===== src/rtl/column_abs_diff_sum_assert.svh =====
// Assertion macros shared by the column SAD design files.
// Included by modules that check their own logic; no other dependencies.
`ifndef COLUMN_ABS_DIFF_SUM_ASSERT_SVH
`define COLUMN_ABS_DIFF_SUM_ASSERT_SVH
`ifndef SYNTHESIS
`define CAD_ASSERT(label, prop) \
  label: assert property (@(posedge clk_i) disable iff (!rst_ni) (prop)) \
    else $error("column_abs_diff_sum assertion failed");
`define CAD_ASSERT_NEVER(label, expr) \
  `CAD_ASSERT(label, !(expr))
`else
`define CAD_ASSERT(label, prop)
`define CAD_ASSERT_NEVER(label, expr)
`endif
`endif


===== src/rtl/cad_pkg.sv =====
// Shared types and constants of the column sum-of-absolute-differences block.
// No dependencies; imported by every module of the design but cad_ram.
package cad_pkg;

  localparam int COLUMNS     = 32;
  localparam int ROWS        = 32;
  localparam int ColW        = $clog2(COLUMNS);
  localparam int RowW        = $clog2(ROWS);
  localparam int SampleW     = 12;
  localparam int SumW        = 17;
  localparam int IdxW        = 5;
  localparam int QUEUE_DEPTH = 4;
  localparam int QueueAw     = $clog2(QUEUE_DEPTH);

  typedef struct packed {
    logic [SampleW-1:0] current_sample;
    logic [SampleW-1:0] previous_sample;
  } cad_in_t;

  typedef struct packed {
    logic [IdxW-1:0] column_index;
    logic [SumW-1:0] column_sum;
    logic            last_column;
  } cad_out_t;

  // One classified cell on its way from the front part to the back part.
  typedef struct packed {
    logic [ColW-1:0]    col;
    logic [SampleW-1:0] diff;
    logic               first_row;
    logic               last_cell;
  } cad_entry_t;

  typedef enum logic [1:0] {
    ST_ACCUM,
    ST_FLUSH,
    ST_DRAIN
  } cad_state_e;

endpackage


===== src/rtl/cad_ram.sv =====
// Generic single-write, single-read RAM with a registered read port.
// No package dependencies.
module cad_ram #(
  parameter int Width = 8,
  parameter int Depth = 16
) (
  input  logic                     clk_i,
  input  logic                     we_i,
  input  logic [$clog2(Depth)-1:0] waddr_i,
  input  logic [Width-1:0]         wdata_i,
  input  logic                     re_i,
  input  logic [$clog2(Depth)-1:0] raddr_i,
  output logic [Width-1:0]         rdata_o
);

  logic [Width-1:0] mem_q [Depth];
  logic [Width-1:0] rdata_q;

  always_ff @(posedge clk_i) begin
    if (we_i) begin
      mem_q[waddr_i] <= wdata_i;
    end
    if (re_i) begin
      rdata_q <= mem_q[raddr_i];
    end
  end

  assign rdata_o = rdata_q;

endmodule


===== src/rtl/cad_front.sv =====
// Front part: takes cells, tracks the row/column position and forms |cur - prev|.
// Depends on cad_pkg.
module cad_front (
  input  logic                clk_i,
  input  logic                rst_ni,
  input  logic                start,
  input  cad_pkg::cad_in_t    sample_i,
  input  logic                full_i,
  output logic                busy,
  output logic                push_o,
  output cad_pkg::cad_entry_t entry_o
);
  import cad_pkg::*;

  logic [ColW-1:0] col_q, col_d;
  logic [RowW-1:0] row_q, row_d;
  logic            col_end, row_end;

  assign busy    = full_i;
  assign push_o  = start && !full_i;
  assign col_end = (col_q == ColW'(COLUMNS - 1));
  assign row_end = (row_q == RowW'(ROWS - 1));

  always_comb begin
    col_d = col_q;
    row_d = row_q;
    if (push_o) begin
      if (col_end) begin
        col_d = '0;
        row_d = row_end ? '0 : row_q + RowW'(1);
      end else begin
        col_d = col_q + ColW'(1);
      end
    end
  end

  always_comb begin
    entry_o.col       = col_q;
    entry_o.first_row = (row_q == '0);
    entry_o.last_cell = row_end && col_end;
    if (sample_i.current_sample >= sample_i.previous_sample) begin
      entry_o.diff = sample_i.current_sample - sample_i.previous_sample;
    end else begin
      entry_o.diff = sample_i.previous_sample - sample_i.current_sample;
    end
  end

  always_ff @(posedge clk_i or negedge rst_ni) begin
    if (!rst_ni) begin
      col_q <= '0;
      row_q <= '0;
    end else begin
      col_q <= col_d;
      row_q <= row_d;
    end
  end

endmodule


===== src/rtl/cad_fifo.sv =====
// Short queue of classified cells between the front and back parts.
// Depends on cad_pkg and the assertion macro header.
`include "column_abs_diff_sum_assert.svh"
module cad_fifo (
  input  logic                clk_i,
  input  logic                rst_ni,
  input  logic                push_i,
  input  cad_pkg::cad_entry_t entry_i,
  input  logic                pop_i,
  output logic                full_o,
  output logic                valid_o,
  output cad_pkg::cad_entry_t entry_o
);
  import cad_pkg::*;

  cad_entry_t         slot_q [QUEUE_DEPTH];
  logic [QueueAw-1:0] wptr_q, rptr_q;
  logic [QueueAw:0]   count_q, count_d;

  assign full_o  = (count_q == (QueueAw + 1)'(QUEUE_DEPTH));
  assign valid_o = (count_q != '0);
  assign entry_o = slot_q[rptr_q];

  always_comb begin
    count_d = count_q;
    if (push_i && !pop_i) begin
      count_d = count_q + (QueueAw + 1)'(1);
    end else if (pop_i && !push_i) begin
      count_d = count_q - (QueueAw + 1)'(1);
    end
  end

  always_ff @(posedge clk_i) begin
    if (push_i) begin
      slot_q[wptr_q] <= entry_i;
    end
  end

  always_ff @(posedge clk_i or negedge rst_ni) begin
    if (!rst_ni) begin
      wptr_q  <= '0;
      rptr_q  <= '0;
      count_q <= '0;
    end else begin
      if (push_i) begin
        wptr_q <= wptr_q + QueueAw'(1);
      end
      if (pop_i) begin
        rptr_q <= rptr_q + QueueAw'(1);
      end
      count_q <= count_d;
    end
  end

  `CAD_ASSERT_NEVER(fifo_no_overflow, push_i && full_o)
  `CAD_ASSERT_NEVER(fifo_no_underflow, pop_i && !valid_o)

endmodule


===== src/rtl/cad_back.sv =====
// Back part: accumulates differences per column in a RAM and drains the sums.
// Depends on cad_pkg, cad_ram and the assertion macro header.
`include "column_abs_diff_sum_assert.svh"
module cad_back (
  input  logic                clk_i,
  input  logic                rst_ni,
  input  logic                q_valid_i,
  input  cad_pkg::cad_entry_t q_entry_i,
  output logic                q_pop_o,
  output logic                result_valid_o,
  output cad_pkg::cad_out_t   result_o
);
  import cad_pkg::*;

  cad_state_e      state_q, state_d;
  logic [ColW-1:0] drain_cnt_q, drain_cnt_d;
  logic            s1_valid_q;
  cad_entry_t      s1_entry_q;
  logic            res_valid_q;
  logic [ColW-1:0] res_idx_q;
  logic            res_last_q;

  logic            ram_re, ram_we;
  logic [ColW-1:0] ram_raddr;
  logic [SumW-1:0] ram_wdata, ram_rdata;
  logic [SumW:0]   sum_wide;
  logic            drain_end;

  assign drain_end = (drain_cnt_q == ColW'(COLUMNS - 1));

  always_comb begin
    state_d     = state_q;
    drain_cnt_d = drain_cnt_q;
    q_pop_o     = 1'b0;
    case (state_q)
      ST_ACCUM: begin
        q_pop_o = q_valid_i;
        if (q_valid_i && q_entry_i.last_cell) begin
          state_d = ST_FLUSH;
        end
      end
      ST_FLUSH: begin
        // The last cell's write lands this cycle; reads start afterwards.
        state_d     = ST_DRAIN;
        drain_cnt_d = '0;
      end
      ST_DRAIN: begin
        drain_cnt_d = drain_cnt_q + ColW'(1);
        if (drain_end) begin
          state_d = ST_ACCUM;
        end
      end
      default: begin
        state_d = ST_ACCUM;
      end
    endcase
  end

  assign ram_re    = q_pop_o || (state_q == ST_DRAIN);
  assign ram_raddr = (state_q == ST_DRAIN) ? drain_cnt_q : q_entry_i.col;
  assign ram_we    = s1_valid_q;
  assign sum_wide  = {1'b0, ram_rdata} + (SumW + 1)'(s1_entry_q.diff);

  always_comb begin
    if (s1_entry_q.first_row) begin
      ram_wdata = SumW'(s1_entry_q.diff);
    end else if (sum_wide[SumW]) begin
      ram_wdata = '1;
    end else begin
      ram_wdata = sum_wide[SumW-1:0];
    end
  end

  cad_ram #(
    .Width (SumW),
    .Depth (COLUMNS)
  ) u_acc_ram (
    .clk_i   (clk_i),
    .we_i    (ram_we),
    .waddr_i (s1_entry_q.col),
    .wdata_i (ram_wdata),
    .re_i    (ram_re),
    .raddr_i (ram_raddr),
    .rdata_o (ram_rdata)
  );

  always_ff @(posedge clk_i) begin
    if (q_pop_o) begin
      s1_entry_q <= q_entry_i;
    end
    res_idx_q  <= drain_cnt_q;
    res_last_q <= drain_end;
  end

  always_ff @(posedge clk_i or negedge rst_ni) begin
    if (!rst_ni) begin
      state_q     <= ST_ACCUM;
      drain_cnt_q <= '0;
      s1_valid_q  <= 1'b0;
      res_valid_q <= 1'b0;
    end else begin
      state_q     <= state_d;
      drain_cnt_q <= drain_cnt_d;
      s1_valid_q  <= q_pop_o;
      res_valid_q <= (state_q == ST_DRAIN);
    end
  end

  assign result_valid_o          = res_valid_q;
  assign result_o.column_index   = IdxW'(res_idx_q);
  assign result_o.column_sum     = ram_rdata;
  assign result_o.last_column    = res_last_q;

  `CAD_ASSERT(flush_then_drain, state_q == ST_FLUSH |=> state_q == ST_DRAIN)
  `CAD_ASSERT_NEVER(no_write_in_drain, ram_we && state_q == ST_DRAIN)
  `CAD_ASSERT(burst_ends, res_valid_q && res_last_q |=> !res_valid_q)

endmodule


===== src/rtl/column_abs_diff_sum.sv =====
// Column-wise sum of absolute differences between two sensor frames, one
// cell per transfer in row-major order. After the last cell of a frame the
// block sends one result per column, in column order, one per cycle, with
// last_column set on the final one; the receiver must take every result in
// the cycle it is shown. A cell is taken in every cycle in which start is
// high and busy is low. A four-entry queue sits between the cell counter and
// the accumulator RAM, so cells keep arriving at one per cycle while the
// previous frame drains: the drain occupies the RAM read port in the FLUSH and
// DRAIN states after the last cell, and busy rises only once the queue
// fills during that window. Depends on cad_pkg, cad_front, cad_fifo, cad_back.
module column_abs_diff_sum (
  input  logic              clk_i,
  input  logic              rst_ni,
  input  logic              start,
  output logic              busy,
  input  cad_pkg::cad_in_t  sample_i,
  output logic              result_valid_o,
  output cad_pkg::cad_out_t result_o
);
  import cad_pkg::*;

  logic       push, pop, full, q_valid;
  cad_entry_t push_entry, head_entry;

  cad_front u_front (
    .clk_i    (clk_i),
    .rst_ni   (rst_ni),
    .start    (start),
    .sample_i (sample_i),
    .full_i   (full),
    .busy     (busy),
    .push_o   (push),
    .entry_o  (push_entry)
  );

  cad_fifo u_fifo (
    .clk_i   (clk_i),
    .rst_ni  (rst_ni),
    .push_i  (push),
    .entry_i (push_entry),
    .pop_i   (pop),
    .full_o  (full),
    .valid_o (q_valid),
    .entry_o (head_entry)
  );

  cad_back u_back (
    .clk_i          (clk_i),
    .rst_ni         (rst_ni),
    .q_valid_i      (q_valid),
    .q_entry_i      (head_entry),
    .q_pop_o        (pop),
    .result_valid_o (result_valid_o),
    .result_o       (result_o)
  );

endmodule


===== config.mk =====
export PLATFORM = sky130hd
export DESIGN_NAME = column_abs_diff_sum
export DESIGN_NICKNAME = d
export VERILOG_FILES = /design/src/rtl/cad_pkg.sv /design/src/rtl/cad_ram.sv /design/src/rtl/cad_front.sv /design/src/rtl/cad_fifo.sv /design/src/rtl/cad_back.sv /design/src/rtl/column_abs_diff_sum.sv
export VERILOG_INCLUDE_DIRS = /design/src /design/src/rtl
export SDC_FILE = /design/constraint.sdc
export NUM_CORES = 1
export LEC_CHECK = 0
export ABC_AREA = 1
export BUFFER_PORTS_ARGS = -buffer_cell sky130_fd_sc_hd__buf_2
export CAP_MARGIN = 15
export CORE_ASPECT_RATIO = 0.9
export CORE_MARGIN = 10
export CORE_UTILIZATION = 59
export DETAILED_ROUTE_END_ITERATION = 6
export PLACE_DENSITY = 0.85
export SYNTH_ARGS = -nofsm -noshare
export SYNTH_HDL_FRONTEND = slang
export SYNTH_HIERARCHICAL = 1
export SYNTH_SLANG_ARGS = --single-unit

===== constraint.sdc =====
create_clock -name clk_i -period 5 [get_ports clk_i]
set_clock_uncertainty 0.2 [all_clocks]
set_input_delay 0.75 -clock clk_i [delete_from_list [all_inputs] [get_ports clk_i]]
set_output_delay 0.75 -clock clk_i [all_outputs]
set_load 0.03 [all_outputs]

==> results of run 1 <==
==> worst max-delay path: stages, from the launching register on <==
cell	delay, ns
dfrtp_1	0.77
inv_1	0.28
o211ai_2	0.14
nand2_1	0.11
nand2_1	0.13
o21ai_4	0.16
inv_6	0.49
buf_12	0.38
nand2_1	0.13
nand3_1	0.13
nand3_1	0.08
nand2_1	0.14
nand2_1	0.10
nand2_1	0.13
nand2_1	0.09
nand2_1	0.09
==> flip-flops by register name, indices dropped and copies added (netlist names) <==
name,flops
u_back/u_acc_ram/mem_q,544
u_fifo/slot_q,76
u_back/s1_entry_q,18
u_back/u_acc_ram/rdata_o,17
u_back/drain_cnt_q,5
u_back/res_idx_q,5
u_front/col_q,5
u_front/row_q,5
u_fifo/count_q,3
u_back/state_q,2
u_fifo/rptr_q,2
u_fifo/wptr_q,2
u_back/ram_we,1
u_back/res_last_q,1
u_back/result_valid_o,1
==> path summary, 6_finish.rpt <==
kind	startpoint	end	slack, ns	cells past startpoint
min	u_back/drain_cnt_q[3]	u_back/res_idx_q[3]	0.19	0
max in group asynchronous	rst_ni	u_fifo/rptr_q[0]	3.66	2
max reg2reg	u_fifo/rptr_q[1]	u_back/u_acc_ram/rdata_o[5]	1.20	15
max	u_fifo/rptr_q[1]	u_back/u_acc_ram/rdata_o[5]	1.20	15
min in group asynchronous	rst_ni	u_front/col_q[0]	0.51	2
min reg2reg	u_back/drain_cnt_q[3]	u_back/res_idx_q[3]	0.19	0
==> what timing repair did <==
action                                  4_1_cts  5_1_grt
endpoints found under the hold margin        26        0
endpoints found under the setup margin        0        0
hold buffers                                  1        0
gates resized for setup                       0        0
==> cell type report <==
type                            instances  area (µm²)  area share
Antenna cell                            2        5.00    0.000148
Clock buffer                           85        1850      0.0547
Clock inverter                         41         392      0.0116
Inverter                              197         749      0.0221
Multi-Input combinational cell       1825        8670       0.256
Sequential cell                       687       20400       0.604
Tap cell                              688         861      0.0254
Timing Repair Buffer                  115         886      0.0262
==> layer usage <==
layer | track usage | vias to the layer above | part of all wire | routed length (µm)
li1 | - | 9742 | - | -
met1 | 0.309 | 10300 | 0.36 | 27700
met2 | 0.404 | 1386 | 0.48 | 36600
met3 | 0.0553 | 253 | 0.12 | 8830
met4 | 0.0940 | 0 | 0.040 | 3060
met5 | 0 | - | 0 | 0
==> kinds of logic (layout without fill, tap and decap cells) <==
kind of cell	after synthesis	after routing	share of synthesized area
compound gates	102	102	0.0251
xor+xnor	22	22	0.00631
fa+ha+maj	55	55	0.0235
buf+inv	335	438	0.0492
flops	687	687	0.669
other cells	0	2	0
simple gates	1646	1646	0.227
==> cell usage in the layout (no fill, tap or decap), types with 19 or more instances in the layout <==
cell type and count:
a21oi_1 23, buf_2 51, buf_4 51, clkbuf_16 72
clkinv_1 19, dfrtp_1 25, edfxtp_1 655, ha_1 51
inv_1 187, nand2_1 1058, nand3_1 463, nor2_1 77
o211ai_1 19, o211ai_2 19
==> stage by stage <==
step	cells	util	instance area, µm²	setup WS [ns]
6_report	3640	0.657	33900	1.20
5_1_grt	3638	0.657	33800	0.978
4_1_cts	3635	0.656	33800	1.27
3_5_place_dp	3508	0.612	31500	1.31
3_3_place_gp	3508	0.612	31500	1.51
2_1_floorplan	2847	-	30600	1.82
==> impl_metrics.yaml, run 1 <==
run_status:
  outcome: "finished, violations left"
  failed_checks: "DRC"
global_routing:
  gr-total-overflow: 0
  grt_start_max_net_pins: 150
  grt_first_pass_wirelength_mm: 117
  grt_antenna_before_repair: 0
  grt_usage: 0.244
  number_of_global_route_vias_before_repair: 21000
timing:
  period_share: 0.759
  post-route-min-period_ns: 3.80
  maxSlewHeadroom: 0.231
  hold-worst-slack_ns: 0.193
  tightest_slew_ns: 1.15
  achievable_freq_mhz: 263
  final-hold-violation-count: 0
  report.final.slew_viol_count: 0
  timing.final.setup_violations: 0
  unrepaired_setup_endpoints_after_global_routing: "no"
  timing.setup.tns_ns: 0
synthesis:
  syn_inst: 2847
  post_synth_edffs: 655
  syn_area_per_cell_um2: 10.7
  most_instantiated_flip_flop_cell_in_the_synthesis_netlist: "edfxtp_1"
  synth_top_cells_by_area: "edfxtp_1, nand2_1, nand3_1"
  yosysWarnings: 6
  proportion_of_synthesized_chip_area_in_sequential_cells: 0.669
  yosys-top-cells-count: "nand2_1, edfxtp_1, nand3_1"
  synth_async_sr_flop_share: 0.0378
  netlist-cell-type-count: 47
  synth_top_area_cell: "edfxtp_1"
  synth_most_common_cell: "nand2_1"
  ys_ff_latch: 687
  synth_top_area_frac: 0.644
  synth.cell_area_um2: 30600
  postSynthNetCount: 2929
finish:
  drive_above_1_share: 0.0946
  layout-area-overhead-vs-synth_pct: 10.8
  nNetsFinal: 2977
  fill_cells: 3459
setup_path:
  path_max_fanout: 82
  endpoint_kind: "flip-flop"
  crit_type: "flip-flop to flip-flop"
  worstSetupStartpointType: "flip-flop"
  cp.required_ns: 5.28
  cp.arrival_ns: 4.08
floorplan:
  chipWidth_um: 260
  placeableCoreArea_um2: 51500
  design.die.area_um2: 61300
  row_count: 79
  initial_utilization: 0.593
  vertical_die_dimension_um: 236
  floorplan.io_pins: 52
placed_design:
  port_buffers: 51
  place.gp.congestion: 0.904
  hpwl_mm: 44.3
routing:
  detailroute.via_count: 21700
  drt_wl_total_mm: 76.1
  drtPass1Iterations: 7
  drt_first_iter_violations: 3014
  drt-vias-per-instance: 5.96
  wire_per_inst_um: 20.9
  post-route-drc-count: 33
  postRouteAntennaNets: 0
clock_tree:
  cts_buffers: 69
  cts_tree: "yes"
  clkTransAtPathRegs_ns: 0.07
  post_cts_setup_repair_buffer_count: 0
  cts.path.max_buffers: 3
  htree_num_levels: 3
  clock_latency_on_the_worst_skew_pair_ns: 0.61
  cts.sink_count: 687
  clock-root-buffer: "clkbuf_16"
worst_hold_path:
  path_class_of_the_lowest_slack_min_delay_path: "flip-flop to flip-flop"
run:
  max_cap_viol_count: 0
Power of run 1 is left out: the tool's default activity adds up to more than one toggle a clock period on the data nets, which glitch-free logic cannot reach.
==> run 2: changes to the inputs <==
Settings changed: CORE_UTILIZATION 59 to 57, PLACE_DENSITY 0.85 to 0.86.
Clock period 5 ns to 3.2 ns, I/O delays scaled along.
==> impl_metrics.yaml, run 2 (synthesis gave the netlist of run 1 again) <==
placed_design:
  preCtsSetupSlack_ns: -0.113
  place.gp.congestion: 0.930
  hpwl_mm: 46.8
  placed_cells: 3556
  port_buffers: 51
worst_hold_path:
  path_class_of_the_lowest_slack_min_delay_path: "input port to flip-flop"
  min-delay-start: "start"
setup_path:
  cp.required_ns: 3.31
  critical-path-max-stage-delay_ns: 0.35
  crit_chain: "inv_1 -> ha_1 -> inv_2 -> buf_4 -> o21ai_4 -> buf_12 -> inv_4 -> buf_16 -> nand3_1 -> nand3_1 -> nand2_1 -> nand2_1 -> nand2_1 -> nand2_1 -> nand2_1"
  crit_type: "flip-flop to flip-flop"
  path_common_cell: "nand2_1"
  crit_buf_inv: 6
  worst_setup_path_startpoint: "u_back/state_q[0]"
  regToRegStartpoint: "u_back/state_q[0]"
  path_max_fanout: 58
  cp.arrival_ns: 3.21
  slowest_stage: "dfrtp_1"
  worstSetupStartpointType: "flip-flop"
  endpoint_kind: "flip-flop"
  cp_top_family: "buffers and inverters"
routing:
  post-route-drc-count: 0
  drtPass1Iterations: 6
  drt_first_iter_violations: 3074
  top_layer: "met4"
  drt_wl_total_mm: 78.2
  detailroute.wirelength.met2_mm: 37.1
  routed-wl-met3_mm: 9.46
  wire_per_inst_um: 21.3
  detailroute.via_count: 21900
  postRouteAntennaNets: 0
  drt-vias-per-instance: 5.96
  wl_met1_mm: 28.1
clock_tree:
  clkTransAtPathRegs_ns: 0.06
  cts_tree: "yes"
  cts_buffers: 67
  cts.sink_count: 687
  clock-root-buffer: "clkbuf_16"
  cts.path.max_buffers: 3
  htree_num_levels: 3
  clock_latency_on_the_worst_skew_pair_ns: 0.62
finish:
  drive_above_1_share: 0.106
  final_common_cell: "nand2_1"
  antennaDiodeCount: 0
  layout-area-overhead-vs-synth_pct: 11.8
  largest_register_ffs: 544
  nNetsFinal: 3015
  largest_registers: "u_back/u_acc_ram/mem_q x544, u_fifo/slot_q x76, u_back/s1_entry_q x18"
  final_cell_mix: "nand2_1, edfxtp_1, nand3_1"
  registers.top_by_ff_count: "u_back/u_acc_ram/mem_q"
  post_layout_nonfiller_instances: 3677
floorplan:
  chipWidth_um: 264
  floorplan.io_pins: 52
  placeableCoreArea_um2: 53100
  design.die.area_um2: 63300
  initial_utilization: 0.576
  row_count: 80
  vertical_die_dimension_um: 240
run_status:
  outcome: "finished, final reports clean"
global_routing:
  number_of_global_route_vias_before_repair: 21800
  grt_usage: 0.241
  gr-total-overflow: 0
  grt_start_max_net_pins: 90
  grt_antenna_before_repair: 0
  grt_first_pass_wirelength_mm: 120
timing:
  setup_slack_ns: 0.103
  report.final.slew_viol_count: 0
  post-route-min-period_ns: 3.10
  tightest_slew_ns: 0.907
  timing.final.setup_violations: 0
  maxSlewHeadroom: 0.395
  final-hold-violation-count: 0
  period_share: 0.968
  hold-worst-slack_ns: 0.0785
  achievable_freq_mhz: 323
  unrepaired_setup_endpoints_after_global_routing: "no"
run:
  max_cap_viol_count: 0
==> run 2: cell count changes in the layout (fill, tap and decap cells not counted), sizes merged, moves of 2 or more <==
cell	change
clkinvlp	+3
buf	+40
clkinv	-7
clkbuf	-4
diode	-2
==> run 2: cell type report <==
type	instances	area (µm²)
multi-input combinational	1825	8670
clock inverter	35	378
tap	697	872
fill	3667	18900
clock buffer	81	1770
timing repair buffer	155	1270
sequential	687	20400
inverter	197	752
==> run 2: per-layer routing <==
metal  vias to the layer above  track usage
met5                         -            0
met4                         0        0.107
met3                       263       0.0559
met2                      1467        0.397
met1                     10400        0.302
li1                       9807            -
==> run 2: timing repair <==
item	4_1_cts	5_1_grt
setup buffers	2	2
hold endpoints to repair	26	0
endpoints found under the setup margin	42	14
hold buffers	1	0
pin swaps	1	1
gates resized for setup	1	4
==> run 2: through the flow <==
| stage | instance area [µm²] | util | setup TNS [ns] |
|---|---|---|---|
| CTS | 34100 | 0.643 | 0 |
| global route | 34200 | 0.644 | 0 |
| global placement | 31900 | 0.601 | 0 |
| finish | 34200 | 0.644 | 0 |
| detailed placement | 31900 | 0.602 | -2.87 |
| floorplan | 30600 | - | 0 |
==> run 2: final timing paths <==
| kind | end | slack (ns) | cells past startpoint |
|---|---|---|---|
| min | u_front/col_q[4] | 0.08 | 5 |
| min in group asynchronous | u_front/col_q[0] | 0.25 | 2 |
| max reg2reg | u_back/u_acc_ram/rdata_o[3] | 0.10 | 15 |
| max | u_back/u_acc_ram/rdata_o[3] | 0.10 | 15 |
| max in group asynchronous | u_fifo/rptr_q[0] | 2.08 | 2 |
| min reg2reg | u_back/res_idx_q[2] | 0.22 | 0 |
==> run 2: worst reg2reg max path: cells and delay by family (launching register included) <==
kind	cells	cell delay [ns]
flops	1	0.35
compound gates	1	0.07
simple gates	7	0.86
fa+ha+maj	1	0.29
buf+inv	6	1.04
Power of run 2 is left out for the same reason.
